--- config.mk ---
export PLATFORM = sky130hd
export DESIGN_NAME = elgamal_encrypt_decrypt
export DESIGN_NICKNAME = d
export VERILOG_FILES = /design/src/rtl/emg_pkg.sv /design/src/rtl/emg_modmul.sv /design/src/rtl/emg_div.sv /design/src/rtl/elgamal_encrypt_decrypt.sv
export SDC_FILE = /design/constraint.sdc
export NUM_CORES = 2
export LEC_CHECK = 0
export ABC_AREA = 1
export BUFFER_PORTS_ARGS = -buffer_cell sky130_fd_sc_hd__buf_2
export CORE_MARGIN = 2
export CORE_UTILIZATION = 30
export DETAILED_ROUTE_END_ITERATION = 8
export GPL_TIMING_DRIVEN = 0
export PLACE_DENSITY_LB_ADDON = 0.2
export SETUP_SLACK_MARGIN = 0.4
export SYNTH_ARGS = -nofsm -noshare
export SYNTH_HDL_FRONTEND = slang
export SYNTH_SLANG_ARGS = --single-unit
--- constraint.sdc ---
create_clock -name clk -period 16.2 [get_ports clk]
set_clock_uncertainty 0.2 [all_clocks]
set_input_delay 4.05 -clock clk [delete_from_list [all_inputs] [get_ports clk]]
set_output_delay 4.05 -clock clk [all_outputs]
set_load 0.05 [all_outputs]
--- src/rtl/emg_pkg.sv ---
// Shared widths, register indexes and request structs of the ElGamal block.
// No dependencies; every other file imports this package.
package emg_pkg;

    localparam int MOD_BITS  = 32;
    localparam int FIELD_W   = 32;
    localparam int CNT_W     = $clog2(FIELD_W + 1);
    localparam int CFG_IDX_W = 2;

    localparam logic [CFG_IDX_W-1:0] CFG_MODULUS   = CFG_IDX_W'(0);
    localparam logic [CFG_IDX_W-1:0] CFG_GENERATOR = CFG_IDX_W'(1);

    localparam logic [FIELD_W-1:0] MODULUS_RST   = FIELD_W'(23);
    localparam logic [FIELD_W-1:0] GENERATOR_RST = FIELD_W'(5);

    // Request to the serial modular multiplier: result = a * b mod q, a < q.
    typedef struct packed {
        logic                start;
        logic [MOD_BITS-1:0] a;
        logic [FIELD_W-1:0]  b;
    } mm_req_t;

    // Request to the serial divider.
    typedef struct packed {
        logic                start;
        logic [MOD_BITS-1:0] dividend;
        logic [MOD_BITS-1:0] divisor;
    } dv_req_t;

endpackage

--- src/rtl/emg_modmul.sv ---
// Bit-serial interleaved modular multiplier, one multiplier bit per cycle.
// Depends on emg_pkg.
module emg_modmul
    import emg_pkg::*;
(
    input  logic                clk,
    input  logic                rst_n,
    input  mm_req_t             req,
    input  logic [MOD_BITS-1:0] q,
    output logic                done,
    output logic [MOD_BITS-1:0] result
);

    logic                busy_reg;
    logic                done_reg;
    logic [CNT_W-1:0]    cnt_reg;
    logic [MOD_BITS-1:0] r_reg;
    logic [MOD_BITS-1:0] a_reg;
    logic [FIELD_W-1:0]  b_reg;

    logic [MOD_BITS:0] dbl;
    logic [MOD_BITS:0] red1;
    logic [MOD_BITS:0] sum;
    logic [MOD_BITS:0] r_next;

    // r = 2r mod q, then add a when the multiplier bit is set
    always_comb
    begin
        dbl    = {r_reg, 1'b0};
        red1   = (dbl >= {1'b0, q}) ? dbl - {1'b0, q} : dbl;
        sum    = red1 + (b_reg[FIELD_W-1] ? {1'b0, a_reg} : '0);
        r_next = (sum >= {1'b0, q}) ? sum - {1'b0, q} : sum;
    end

    always_ff @(posedge clk or negedge rst_n)
    begin
        if (!rst_n)
        begin
            busy_reg <= 1'b0;
            done_reg <= 1'b0;
            cnt_reg  <= '0;
        end
        else
        begin
            done_reg <= 1'b0;
            if (req.start)
            begin
                busy_reg <= 1'b1;
                cnt_reg  <= CNT_W'(FIELD_W);
                r_reg    <= '0;
                a_reg    <= req.a;
                b_reg    <= req.b;
            end
            else if (busy_reg)
            begin
                r_reg   <= r_next[MOD_BITS-1:0];
                b_reg   <= {b_reg[FIELD_W-2:0], 1'b0};
                cnt_reg <= cnt_reg - CNT_W'(1);
                if (cnt_reg == CNT_W'(1))
                begin
                    busy_reg <= 1'b0;
                    done_reg <= 1'b1;
                end
            end
        end
    end

    assign done   = done_reg;
    assign result = r_reg;

endmodule

--- src/rtl/emg_div.sv ---
// Restoring serial divider, one quotient bit per cycle.
// Depends on emg_pkg.
module emg_div
    import emg_pkg::*;
(
    input  logic                clk,
    input  logic                rst_n,
    input  dv_req_t             req,
    output logic                done,
    output logic [MOD_BITS-1:0] quotient,
    output logic [MOD_BITS-1:0] remainder
);

    logic                busy_reg;
    logic                done_reg;
    logic [CNT_W-1:0]    cnt_reg;
    logic [MOD_BITS-1:0] dvd_reg;
    logic [MOD_BITS-1:0] dvs_reg;
    logic [MOD_BITS-1:0] quo_reg;
    logic [MOD_BITS-1:0] rem_reg;

    logic [MOD_BITS:0] shifted;
    logic              ge;
    logic [MOD_BITS:0] diff;

    always_comb
    begin
        shifted = {rem_reg, dvd_reg[MOD_BITS-1]};
        ge      = (shifted >= {1'b0, dvs_reg});
        diff    = shifted - {1'b0, dvs_reg};
    end

    always_ff @(posedge clk or negedge rst_n)
    begin
        if (!rst_n)
        begin
            busy_reg <= 1'b0;
            done_reg <= 1'b0;
            cnt_reg  <= '0;
        end
        else
        begin
            done_reg <= 1'b0;
            if (req.start)
            begin
                busy_reg <= 1'b1;
                cnt_reg  <= CNT_W'(MOD_BITS);
                dvd_reg  <= req.dividend;
                dvs_reg  <= req.divisor;
                quo_reg  <= '0;
                rem_reg  <= '0;
            end
            else if (busy_reg)
            begin
                rem_reg <= ge ? diff[MOD_BITS-1:0] : shifted[MOD_BITS-1:0];
                quo_reg <= {quo_reg[MOD_BITS-2:0], ge};
                dvd_reg <= {dvd_reg[MOD_BITS-2:0], 1'b0};
                cnt_reg <= cnt_reg - CNT_W'(1);
                if (cnt_reg == CNT_W'(1))
                begin
                    busy_reg <= 1'b0;
                    done_reg <= 1'b1;
                end
            end
        end
    end

    assign done      = done_reg;
    assign quotient  = quo_reg;
    assign remainder = rem_reg;

endmodule

--- src/rtl/elgamal_encrypt_decrypt.sv ---
// Top level of the ElGamal encrypt/decrypt block: sequencer, config and output register.
// Depends on emg_pkg, emg_modmul and emg_div.
//
// Usage:
//   Request channel (req_valid/req_ready) carries one beat of private_key,
//   nonce and message. Response channel (rsp_valid/rsp_ready) returns one
//   beat of public_key, cipher_first, cipher_second, recovered_message and
//   no_inverse for every request beat, in order.
//   Configuration: cfg_write with cfg_index 0 loads the modulus, index 1 the
//   generator; other indexes are ignored. Write only while the block is idle.
//   Sequence: every modular product runs on one bit-serial multiplier. Two
//   input reductions, four exponentiations of FIELD_W bits (one square plus
//   one multiply per set exponent bit), one product for C2, the extended
//   Euclid loop (one serial division plus one product per step, up to about
//   46 steps at 32 bits) and the final product when an inverse exists. A
//   zero modulus goes straight to the response. One request is processed at
//   a time.
//   Reset: modulus returns to 23, generator to 5, no response is pending.
//   Stall: a finished result waits in the output register; the next request
//   is taken meanwhile, and its result holds until the register empties.
module elgamal_encrypt_decrypt
    import emg_pkg::*;
(
    input  logic                 clk,
    input  logic                 rst_n,
    input  logic                 cfg_write,
    input  logic [CFG_IDX_W-1:0] cfg_index,
    input  logic [FIELD_W-1:0]   cfg_data,
    input  logic                 req_valid,
    output logic                 req_ready,
    input  logic [FIELD_W-1:0]   private_key,
    input  logic [FIELD_W-1:0]   nonce,
    input  logic [FIELD_W-1:0]   message,
    output logic                 rsp_valid,
    input  logic                 rsp_ready,
    output logic [FIELD_W-1:0]   public_key,
    output logic [FIELD_W-1:0]   cipher_first,
    output logic [FIELD_W-1:0]   cipher_second,
    output logic [FIELD_W-1:0]   recovered_message,
    output logic                 no_inverse
);

    typedef enum logic [3:0] {
        S_IDLE,
        S_RED_G,
        S_RED_M,
        S_POW_INIT,
        S_POW_MUL,
        S_POW_SQR,
        S_POW_END,
        S_C2,
        S_INV_CHK,
        S_DIV,
        S_INV_MUL,
        S_M2,
        S_OUT
    } state_t;

    state_t state_reg;

    logic [FIELD_W-1:0]  mod_cfg_reg;
    logic [FIELD_W-1:0]  gen_cfg_reg;
    logic [FIELD_W-1:0]  x_reg;
    logic [FIELD_W-1:0]  k_reg;
    logic [FIELD_W-1:0]  m_reg;
    logic [MOD_BITS-1:0] gr_reg;
    logic [MOD_BITS-1:0] mr_reg;
    logic [MOD_BITS-1:0] y_reg;
    logic [MOD_BITS-1:0] c1_reg;
    logic [MOD_BITS-1:0] c2_reg;
    logic [MOD_BITS-1:0] m2_reg;
    logic                ok_reg;
    logic [MOD_BITS-1:0] pw_base_reg;
    logic [FIELD_W-1:0]  pw_exp_reg;
    logic [MOD_BITS-1:0] pw_res_reg;
    logic [CNT_W-1:0]    pw_cnt_reg;
    logic [1:0]          pw_sel_reg;
    logic [MOD_BITS-1:0] a2_reg;
    logic [MOD_BITS-1:0] a3_reg;
    logic [MOD_BITS-1:0] b2_reg;
    logic [MOD_BITS-1:0] b3_reg;
    logic [MOD_BITS-1:0] t_reg;
    logic [MOD_BITS-1:0] rem_reg;
    logic                wait_reg;
    mm_req_t             mm_req_reg;
    dv_req_t             dv_req_reg;

    logic                rsp_valid_reg;
    logic [FIELD_W-1:0]  pk_out_reg;
    logic [FIELD_W-1:0]  c1_out_reg;
    logic [FIELD_W-1:0]  c2_out_reg;
    logic [FIELD_W-1:0]  m2_out_reg;
    logic                ninv_out_reg;

    logic [MOD_BITS-1:0] q;
    logic [MOD_BITS-1:0] one_q;
    logic                mm_done;
    logic [MOD_BITS-1:0] mm_result;
    logic                dv_done;
    logic [MOD_BITS-1:0] dv_quo;
    logic [MOD_BITS-1:0] dv_rem;
    logic [MOD_BITS-1:0] n2;

    // Only the low MOD_BITS of the modulus take part; 1 mod q is 0 when q is 1
    assign q     = mod_cfg_reg[MOD_BITS-1:0];
    assign one_q = (q == MOD_BITS'(1)) ? '0 : MOD_BITS'(1);

    // New Bezout coefficient a2 - b2*t, kept as a residue mod q
    assign n2 = a2_reg - mm_result + ((a2_reg < mm_result) ? q : '0);

    emg_modmul u_modmul (
        .clk    (clk),
        .rst_n  (rst_n),
        .req    (mm_req_reg),
        .q      (q),
        .done   (mm_done),
        .result (mm_result)
    );

    emg_div u_div (
        .clk       (clk),
        .rst_n     (rst_n),
        .req       (dv_req_reg),
        .done      (dv_done),
        .quotient  (dv_quo),
        .remainder (dv_rem)
    );

    always_ff @(posedge clk or negedge rst_n)
    begin
        if (!rst_n)
        begin
            state_reg        <= S_IDLE;
            mod_cfg_reg      <= MODULUS_RST;
            gen_cfg_reg      <= GENERATOR_RST;
            wait_reg         <= 1'b0;
            mm_req_reg.start <= 1'b0;
            dv_req_reg.start <= 1'b0;
            rsp_valid_reg    <= 1'b0;
            pw_sel_reg       <= '0;
        end
        else
        begin
            mm_req_reg.start <= 1'b0;
            dv_req_reg.start <= 1'b0;

            if (cfg_write)
            begin
                if (cfg_index == CFG_MODULUS)
                    mod_cfg_reg <= cfg_data;
                else if (cfg_index == CFG_GENERATOR)
                    gen_cfg_reg <= cfg_data;
            end

            // drop the response beat once taken
            if (rsp_valid_reg && rsp_ready)
                rsp_valid_reg <= 1'b0;

            unique case (state_reg)
                S_IDLE:
                begin
                    if (req_valid)
                    begin
                        x_reg    <= private_key;
                        k_reg    <= nonce;
                        m_reg    <= message;
                        wait_reg <= 1'b0;
                        if (q == '0)
                        begin
                            // zero modulus: all values zero, no inverse
                            y_reg     <= '0;
                            c1_reg    <= '0;
                            c2_reg    <= '0;
                            m2_reg    <= '0;
                            ok_reg    <= 1'b0;
                            state_reg <= S_OUT;
                        end
                        else
                            state_reg <= S_RED_G;
                    end
                end

                S_RED_G:
                begin
                    if (!wait_reg)
                    begin
                        mm_req_reg <= '{start: 1'b1, a: one_q, b: gen_cfg_reg};
                        wait_reg   <= 1'b1;
                    end
                    else if (mm_done)
                    begin
                        gr_reg    <= mm_result;
                        wait_reg  <= 1'b0;
                        state_reg <= S_RED_M;
                    end
                end

                S_RED_M:
                begin
                    if (!wait_reg)
                    begin
                        mm_req_reg <= '{start: 1'b1, a: one_q, b: m_reg};
                        wait_reg   <= 1'b1;
                    end
                    else if (mm_done)
                    begin
                        mr_reg     <= mm_result;
                        wait_reg   <= 1'b0;
                        pw_sel_reg <= 2'd0;
                        state_reg  <= S_POW_INIT;
                    end
                end

                S_POW_INIT:
                begin
                    unique case (pw_sel_reg)
                        2'd0:
                        begin
                            pw_base_reg <= gr_reg;
                            pw_exp_reg  <= x_reg;
                        end
                        2'd1:
                        begin
                            pw_base_reg <= gr_reg;
                            pw_exp_reg  <= k_reg;
                        end
                        2'd2:
                        begin
                            pw_base_reg <= y_reg;
                            pw_exp_reg  <= k_reg;
                        end
                        default:
                        begin
                            pw_base_reg <= c1_reg;
                            pw_exp_reg  <= x_reg;
                        end
                    endcase
                    pw_res_reg <= one_q;
                    pw_cnt_reg <= CNT_W'(FIELD_W);
                    state_reg  <= S_POW_MUL;
                end

                S_POW_MUL:
                begin
                    if (!pw_exp_reg[0])
                        state_reg <= S_POW_SQR;
                    else if (!wait_reg)
                    begin
                        mm_req_reg <= '{start: 1'b1, a: pw_res_reg,
                                        b: FIELD_W'(pw_base_reg)};
                        wait_reg   <= 1'b1;
                    end
                    else if (mm_done)
                    begin
                        pw_res_reg <= mm_result;
                        wait_reg   <= 1'b0;
                        state_reg  <= S_POW_SQR;
                    end
                end

                S_POW_SQR:
                begin
                    if (!wait_reg)
                    begin
                        mm_req_reg <= '{start: 1'b1, a: pw_base_reg,
                                        b: FIELD_W'(pw_base_reg)};
                        wait_reg   <= 1'b1;
                    end
                    else if (mm_done)
                    begin
                        pw_base_reg <= mm_result;
                        pw_exp_reg  <= {1'b0, pw_exp_reg[FIELD_W-1:1]};
                        pw_cnt_reg  <= pw_cnt_reg - CNT_W'(1);
                        wait_reg    <= 1'b0;
                        if (pw_cnt_reg == CNT_W'(1))
                            state_reg <= S_POW_END;
                        else
                            state_reg <= S_POW_MUL;
                    end
                end

                S_POW_END:
                begin
                    unique case (pw_sel_reg)
                        2'd0:
                        begin
                            y_reg      <= pw_res_reg;
                            pw_sel_reg <= 2'd1;
                            state_reg  <= S_POW_INIT;
                        end
                        2'd1:
                        begin
                            c1_reg     <= pw_res_reg;
                            pw_sel_reg <= 2'd2;
                            state_reg  <= S_POW_INIT;
                        end
                        2'd2:
                        begin
                            // hold y^k in c2_reg until the message product
                            c2_reg    <= pw_res_reg;
                            state_reg <= S_C2;
                        end
                        default:
                        begin
                            a2_reg    <= '0;
                            a3_reg    <= q;
                            b2_reg    <= one_q;
                            b3_reg    <= pw_res_reg;
                            state_reg <= S_INV_CHK;
                        end
                    endcase
                end

                S_C2:
                begin
                    if (!wait_reg)
                    begin
                        mm_req_reg <= '{start: 1'b1, a: c2_reg, b: FIELD_W'(mr_reg)};
                        wait_reg   <= 1'b1;
                    end
                    else if (mm_done)
                    begin
                        c2_reg     <= mm_result;
                        wait_reg   <= 1'b0;
                        pw_sel_reg <= 2'd3;
                        state_reg  <= S_POW_INIT;
                    end
                end

                S_INV_CHK:
                begin
                    if (b3_reg == '0 || b3_reg == MOD_BITS'(1))
                    begin
                        ok_reg    <= (b3_reg == MOD_BITS'(1));
                        state_reg <= S_M2;
                    end
                    else
                        state_reg <= S_DIV;
                end

                S_DIV:
                begin
                    if (!wait_reg)
                    begin
                        dv_req_reg <= '{start: 1'b1, dividend: a3_reg, divisor: b3_reg};
                        wait_reg   <= 1'b1;
                    end
                    else if (dv_done)
                    begin
                        t_reg     <= dv_quo;
                        rem_reg   <= dv_rem;
                        wait_reg  <= 1'b0;
                        state_reg <= S_INV_MUL;
                    end
                end

                S_INV_MUL:
                begin
                    if (!wait_reg)
                    begin
                        mm_req_reg <= '{start: 1'b1, a: b2_reg, b: FIELD_W'(t_reg)};
                        wait_reg   <= 1'b1;
                    end
                    else if (mm_done)
                    begin
                        a2_reg    <= b2_reg;
                        a3_reg    <= b3_reg;
                        b2_reg    <= n2;
                        b3_reg    <= rem_reg;
                        wait_reg  <= 1'b0;
                        state_reg <= S_INV_CHK;
                    end
                end

                S_M2:
                begin
                    if (!ok_reg)
                    begin
                        m2_reg    <= '0;
                        state_reg <= S_OUT;
                    end
                    else if (!wait_reg)
                    begin
                        mm_req_reg <= '{start: 1'b1, a: c2_reg, b: FIELD_W'(b2_reg)};
                        wait_reg   <= 1'b1;
                    end
                    else if (mm_done)
                    begin
                        m2_reg    <= mm_result;
                        wait_reg  <= 1'b0;
                        state_reg <= S_OUT;
                    end
                end

                S_OUT:
                begin
                    // advance only when the output register is free or its beat is being taken
                    if (!rsp_valid_reg || rsp_ready)
                    begin
                        pk_out_reg    <= FIELD_W'(y_reg);
                        c1_out_reg    <= FIELD_W'(c1_reg);
                        c2_out_reg    <= FIELD_W'(c2_reg);
                        m2_out_reg    <= FIELD_W'(m2_reg);
                        ninv_out_reg  <= !ok_reg;
                        rsp_valid_reg <= 1'b1;
                        state_reg     <= S_IDLE;
                    end
                end

                default:
                    state_reg <= S_IDLE;
            endcase
        end
    end

    assign req_ready         = (state_reg == S_IDLE);
    assign rsp_valid         = rsp_valid_reg;
    assign public_key        = pk_out_reg;
    assign cipher_first      = c1_out_reg;
    assign cipher_second     = c2_out_reg;
    assign recovered_message = m2_out_reg;
    assign no_inverse        = ninv_out_reg;

    // Exponentiation operands stay reduced
    assert property (@(posedge clk) disable iff (!rst_n)
        (state_reg == S_POW_MUL || state_reg == S_POW_SQR)
            |-> (pw_res_reg < q && pw_base_reg < q))
        else $error("exponentiation operand not reduced");

    // A product result only arrives when one was requested
    assert property (@(posedge clk) disable iff (!rst_n)
        mm_done |-> wait_reg)
        else $error("unexpected multiplier completion");

    // Bezout coefficient stays a residue during the inverse loop
    assert property (@(posedge clk) disable iff (!rst_n)
        (state_reg == S_INV_MUL) |-> (b2_reg < q))
        else $error("inverse coefficient out of range");

    // A missing inverse always yields a zero message
    assert property (@(posedge clk) disable iff (!rst_n)
        (rsp_valid && no_inverse) |-> (recovered_message == '0))
        else $error("nonzero message without inverse");

endmodule
* After elaboration in Yosys (flattened, before gate mapping)
Cells that the tools add are included. Widths: inputs -> output; s select.
Word-level totals: word-level logic and storage cells 298, output and inout bits 131, bits in registers 1154, bits of input ports 135
Cells by class: $add $sub $neg 9, equality and inequality tests 58, magnitude comparators 4, bitwise logic cells 2, reduce and logical (&&, ||, !) cells 51, multiplexer cells 124
Operators with widths (number):
- $mux 32 | 35
- $mux 65 | 11
- $pmux 32 s2 | 11
- $pmux 65 s7 | 1
- $ge 33x32->1 | 3
- $pmux 32 s3 | 1
- $sub 32x32->32 | 3
- $mux 4 | 19
- $eq 32x1->1 const B | 2
- $logic_not 32->1 | 2
- $pmux 4 s12 | 1
- $ne 2x2->1 const B | 23
- $mux 6 | 6
- $add 33x32->33 | 1
- $mux 33 | 1
- $sub 33x32->33 | 1
- $add 32x32->32 | 1
- $lt 32x32->1 | 1
- $mux 1 | 26
- $reduce_and 5->1 | 5
- $eq 4x4->1 const B | 5
- $ne 2x1->1 const B | 10
- $reduce_and 4->1 | 5
- $eq 6x1->1 const B | 3
- other kinds (34) | 71

* Logic depth before layout (Yosys ltp)
word-level depth 6, depth in mapped cells 45, depth with buffers taken out 44

* Modules after synthesis
A second synthesis with hierarchy kept.
Second synthesis, totals: cells, all modules 5673, area, all modules 57108.5 µm²
By module, submodules not included:
- elgamal_encrypt_decrypt | area an instance 37751.2 µm², cells an instance 2975, instances 1, sequential area each 27083.5 µm²
- emg_modmul | area an instance 11204.5 µm², cells an instance 1697, instances 1, sequential area each 3083.0 µm²
- emg_div | area an instance 8152.8 µm², cells an instance 1001, instances 1, sequential area each 4043.9 µm²

* Least setup slack after synthesis
Ideal clock, no wire load.
kind in2reg, start point in rst_n, end point reg a2_reg[0] (enable), cell stages on the path 3, path buffers 1, arrival time 13.683 ns, library setup time 0.804 ns, data required time 15.196 ns, path slack 1.512 ns, cell sequence inv_1 clkbuf_1 a211oi_1
Between the ends: cells in the longest elaborated chain, start to end 1
RTL lines:
- start: declaration | RTL line elgamal_encrypt_decrypt.sv:25 | input logic rst_n,
- $reduce_and 5->1 (no source line)
- end signal: assignment | RTL line elgamal_encrypt_decrypt.sv:366 | a2_reg <= b2_reg;
- end: declaration | RTL line elgamal_encrypt_decrypt.sv:78 | logic [MOD_BITS-1:0] a2_reg;
Every way passes these cells. A chain may end at the register's enable or synchronous reset.

* Worst setup path in the final report
start point reg u_modmul.r_reg[14] (netlist: u_modmul.result[14]), end point reg u_modmul.r_reg[19] (netlist: u_modmul.result[19]), data pin
Between the ends: cells in the longest elaborated chain, start to end 6, elaborated cells on any way between the ends 8, those cells by class 3 x add/sub; 2 x order compare; 3 x mux
RTL lines:
- start: declaration | RTL line emg_modmul.sv:17 | logic [MOD_BITS-1:0] r_reg;
- start signal: assignment | RTL line emg_modmul.sv:56 | r_reg <= r_next[MOD_BITS-1:0];
- $sub 33x32->33 / $ge 33x32->1 (equally long branches) | RTL line emg_modmul.sv:30 | red1 = (dbl >= {1'b0, q}) ? dbl - {1'b0, q} : dbl;
- $mux 33 * | RTL line emg_modmul.sv:30
- $add 33x32->33 * | RTL line emg_modmul.sv:31 | sum = red1 + (b_reg[FIELD_W-1] ? {1'b0, a_reg} : '0);
- $sub 32x32->32 / $ge 33x32->1 (equally long branches) | RTL line emg_modmul.sv:32 | r_next = (sum >= {1'b0, q}) ? sum - {1'b0, q} : sum;
- $mux 32 * | RTL line emg_modmul.sv:32
- $mux 32 * | RTL line emg_modmul.sv:54 | else if (busy_reg)
Mark *: on every way between the ends. The rest lies on a longest branch, timed or not.

==> results.cfg <==
[run_status]
status = complete, no violations

[sta]
setup_violations = 0
grt_setup_unrepaired = no
fin_crit_sh_pct = 50.2
finalHoldViolations = 0
period_minus_slack_ns = 8.14
slew_headroom_pct = 12.1
max_freq_mhz = 123
drv_slew = 0
tightest_slew_ns = 1.32

[min_path]
hp-class = reg -> reg

[floorplan]
start_util_pct = 30.1
std_cell_rows = 159
io_pins = 266
die_w_um = 437
die_h_um = 437
dieArea_um2 = 191000
core_um2 = 187000

[final_layout]
final_common_cell = nand2_1
final_area_um2 = 66500
drive_gt1_share_pct = 10.5
n_fill_cell = 19100
final_nets = 6337
syn_to_final_growth_pct = 17.9
post-route-util_pct = 35.5
layout_common_cells = 1285 x nand2_1, 1064 x edfxtp_1, 705 x inv_1

[detailed_routing]
firstDrtPassIters = 8
wirelength_um = 231000
drt_iter0_drc = 5081
drc = 0
drtAntennaViolNets = 0
routedWlPerCell_um = 26.9
via_count = 43500
drt-vias-per-instance = 5.07

[worst_setup_path]
endpoint = u_modmul.result[19]$_SDFFCE_PP0P_
slowest_stage = edfxtp_1
cp.depth = 36
setup.worst_path.class = reg -> reg
crit_path_start_kind = flip-flop
cp.arrival_ns = 8.49
cp_max_fo = 10
r2r_cells = 36
cp.required_ns = 16.55
cp_top_family = simple AND/OR/NAND/NOR gates
timing.rr.start = u_modmul.result[14]$_SDFFCE_PP0P_
reg2reg_to = u_modmul.result[19]$_SDFFCE_PP0P_
slowest_delay_ns = 0.81
reg2reg_slack_ns = 8.06
cpMostUsedCell = nand2_1
startpoint = u_modmul.result[14]$_SDFFCE_PP0P_
crit_buf_inv = 7
crit_path_end_kind = flip-flop

[yosys]
syn_area_um2 = 56400
synth_top_cell_area_share_pct = 56.7
synth_edf_count = 1064
synth_nets = 5852
syn_inst = 5480
ys_top_cells_by_area = edfxtp_1 57%, nand2_1 8.6%, inv_1 4.7%, ha_1 4.5%, dfrtp_1 3.7%
synth-seq-cells = 1154
yosysTopAreaCell = edfxtp_1
synth_cell_types = 63
yosys_warnings = 0
seq_area_frac_synth_pct = 60.7
synthArstFlopShare_pct = 7.80
avgSynthCellArea_um2 = 10.3
synth_flop_cell = edfxtp_1

[grt]
antenna_found_initial = 26
grt_pass1_vias = 42600
grt_pass1_wl_um = 321000
gr-total-overflow = 0
grt.total_usage_pct = 23.8
grt_max_degree = 112

[clock_tree]
hold_buffers = 0
cts_buffers = 137
worstSkewPairLatency_ns = 0.82
numClockSinks = 1154
cts_resized = 0
clk_pin_slew_worst_paths_ns = 0.06
cts_max_path_buffers = 3
cts-root-buf = clkbuf_16
h-tree-depth = 4
cts_setup_buffers = 0
cts_tree = yes

[placement]
hpwl_um = 184000
routabilityCongestion = 0.982
io_buffers = 265
placed_area_um2 = 62000

[run]
maxCapViolations = 0
layout make-up:
class / instances / area (µm²) / area share (%)
clock inverters: 83 / 901 / 1.36
plain buffers: 182 / 773 / 1.16
multi-input cells: 3430 / 18800 / 28.3
well taps: 2495 / 3120 / 4.70
flip-flops and latches: 1154 / 34200 / 51.5
diodes: 7 / 17.5 / 0.0264
clock buffers: 165 / 3550 / 5.35
inverters: 714 / 2680 / 4.03
repair buffers: 346 / 2380 / 3.59
cells by family (layout without fill, tap and decap cells):
group / count (synthesis) / count (layout) / share of synthesized area, %
compound gates: 1013 / 1013 / 10.8
flops: 1154 / 1154 / 60.7
buf+inv: 896 / 1490 / 6.13
fa+ha+maj: 237 / 237 / 5.73
mux: 2 / 2 / 0.0355
simple gates: 2081 / 2081 / 15.1
xor+xnor: 97 / 97 / 1.51
other cells: 0 / 7 / 0
Yosys cell counts (8+ instances only):
cell type  count
nand2_1     1285
edfxtp_1    1064
inv_1        705
nor2_1       451
o21ai_0      326
a21oi_1      286
ha_1         202
nand3_1      146
clkbuf_1     144
dfrtp_1       84
o22ai_1       64
nand4_1       61
a221oi_1      59
xor2_1        54
o211ai_1      52
nor3_1        51
a31oi_1       43
xnor2_1       43
fa_1          35
o31ai_1       35
o21bai_1      25
nand2_2       21
nor4_1        19
o221ai_1      18
a21o_1        17
o21a_1        17
a22oi_1       15
buf_2         15
nand3b_1      14
a22o_1        13
o2111ai_1     13
buf_1         12
a21boi_0      10
a211oi_1       8
buf_6          8
how the worst min path moves through the flow:
stage	startpoint	endpoint	slack (ns)	cells after the start
after floorplan	a3_reg[0]$_DFFE_PP_	dv_req_reg[32]$_DFFE_PP_	0.20	0
after global placement	dv_req_reg[18]$_DFFE_PP_	u_div.dvs_reg[18]$_DFFE_PP_	0.20	0
after detailed placement	a3_reg[2]$_DFFE_PP_	dv_req_reg[34]$_DFFE_PP_	0.20	0
after CTS	m2_reg[26]$_SDFFCE_PN0P_	recovered_message[26]$_DFFE_PP_	0.20	0
after global routing	a3_reg[29]$_DFFE_PP_	dv_req_reg[61]$_DFFE_PP_	0.21	0
final	mm_req_reg[62]$_DFFE_PP_	u_modmul.a_reg[30]$_DFFE_PP_	0.21	0
worst reg2reg max path: cells and delay by family (launching register included):
family	cells	cell delay (ns)
compound gates	4	1.03
xor+xnor	1	0.49
fa+ha+maj	4	1.60
buf+inv	7	1.14
flops	1	0.81
simple gates	20	2.61
per-stage QoR:
step / setup WS [ns] / cells / hold slack (ns) / setup TNS, ns
after floorplan: 1.51 / 5480 / 0.200 / 0
after global placement: -10.11 / 8240 / 0.202 / -2703.44
after detailed placement: 8.11 / 8321 / 0.205 / 0
after CTS: 8.22 / 8569 / 0.204 / 0
after global routing: 7.70 / 8573 / 0.209 / 0
final: 8.06 / 8576 / 0.211 / 0
metal layers:
metal  wire, µm  up-vias  global-route usage, %
met1      96600    21500                   31.0
met3      15100      351                   3.92
met5        116        -                  0.302
li1           -    19900                      -
met4      10800        8                   10.4
met2     108000     1666                   38.9
Power is not shown: default switching activity piles up to over one toggle a cycle in this logic, so the estimate is an artifact.
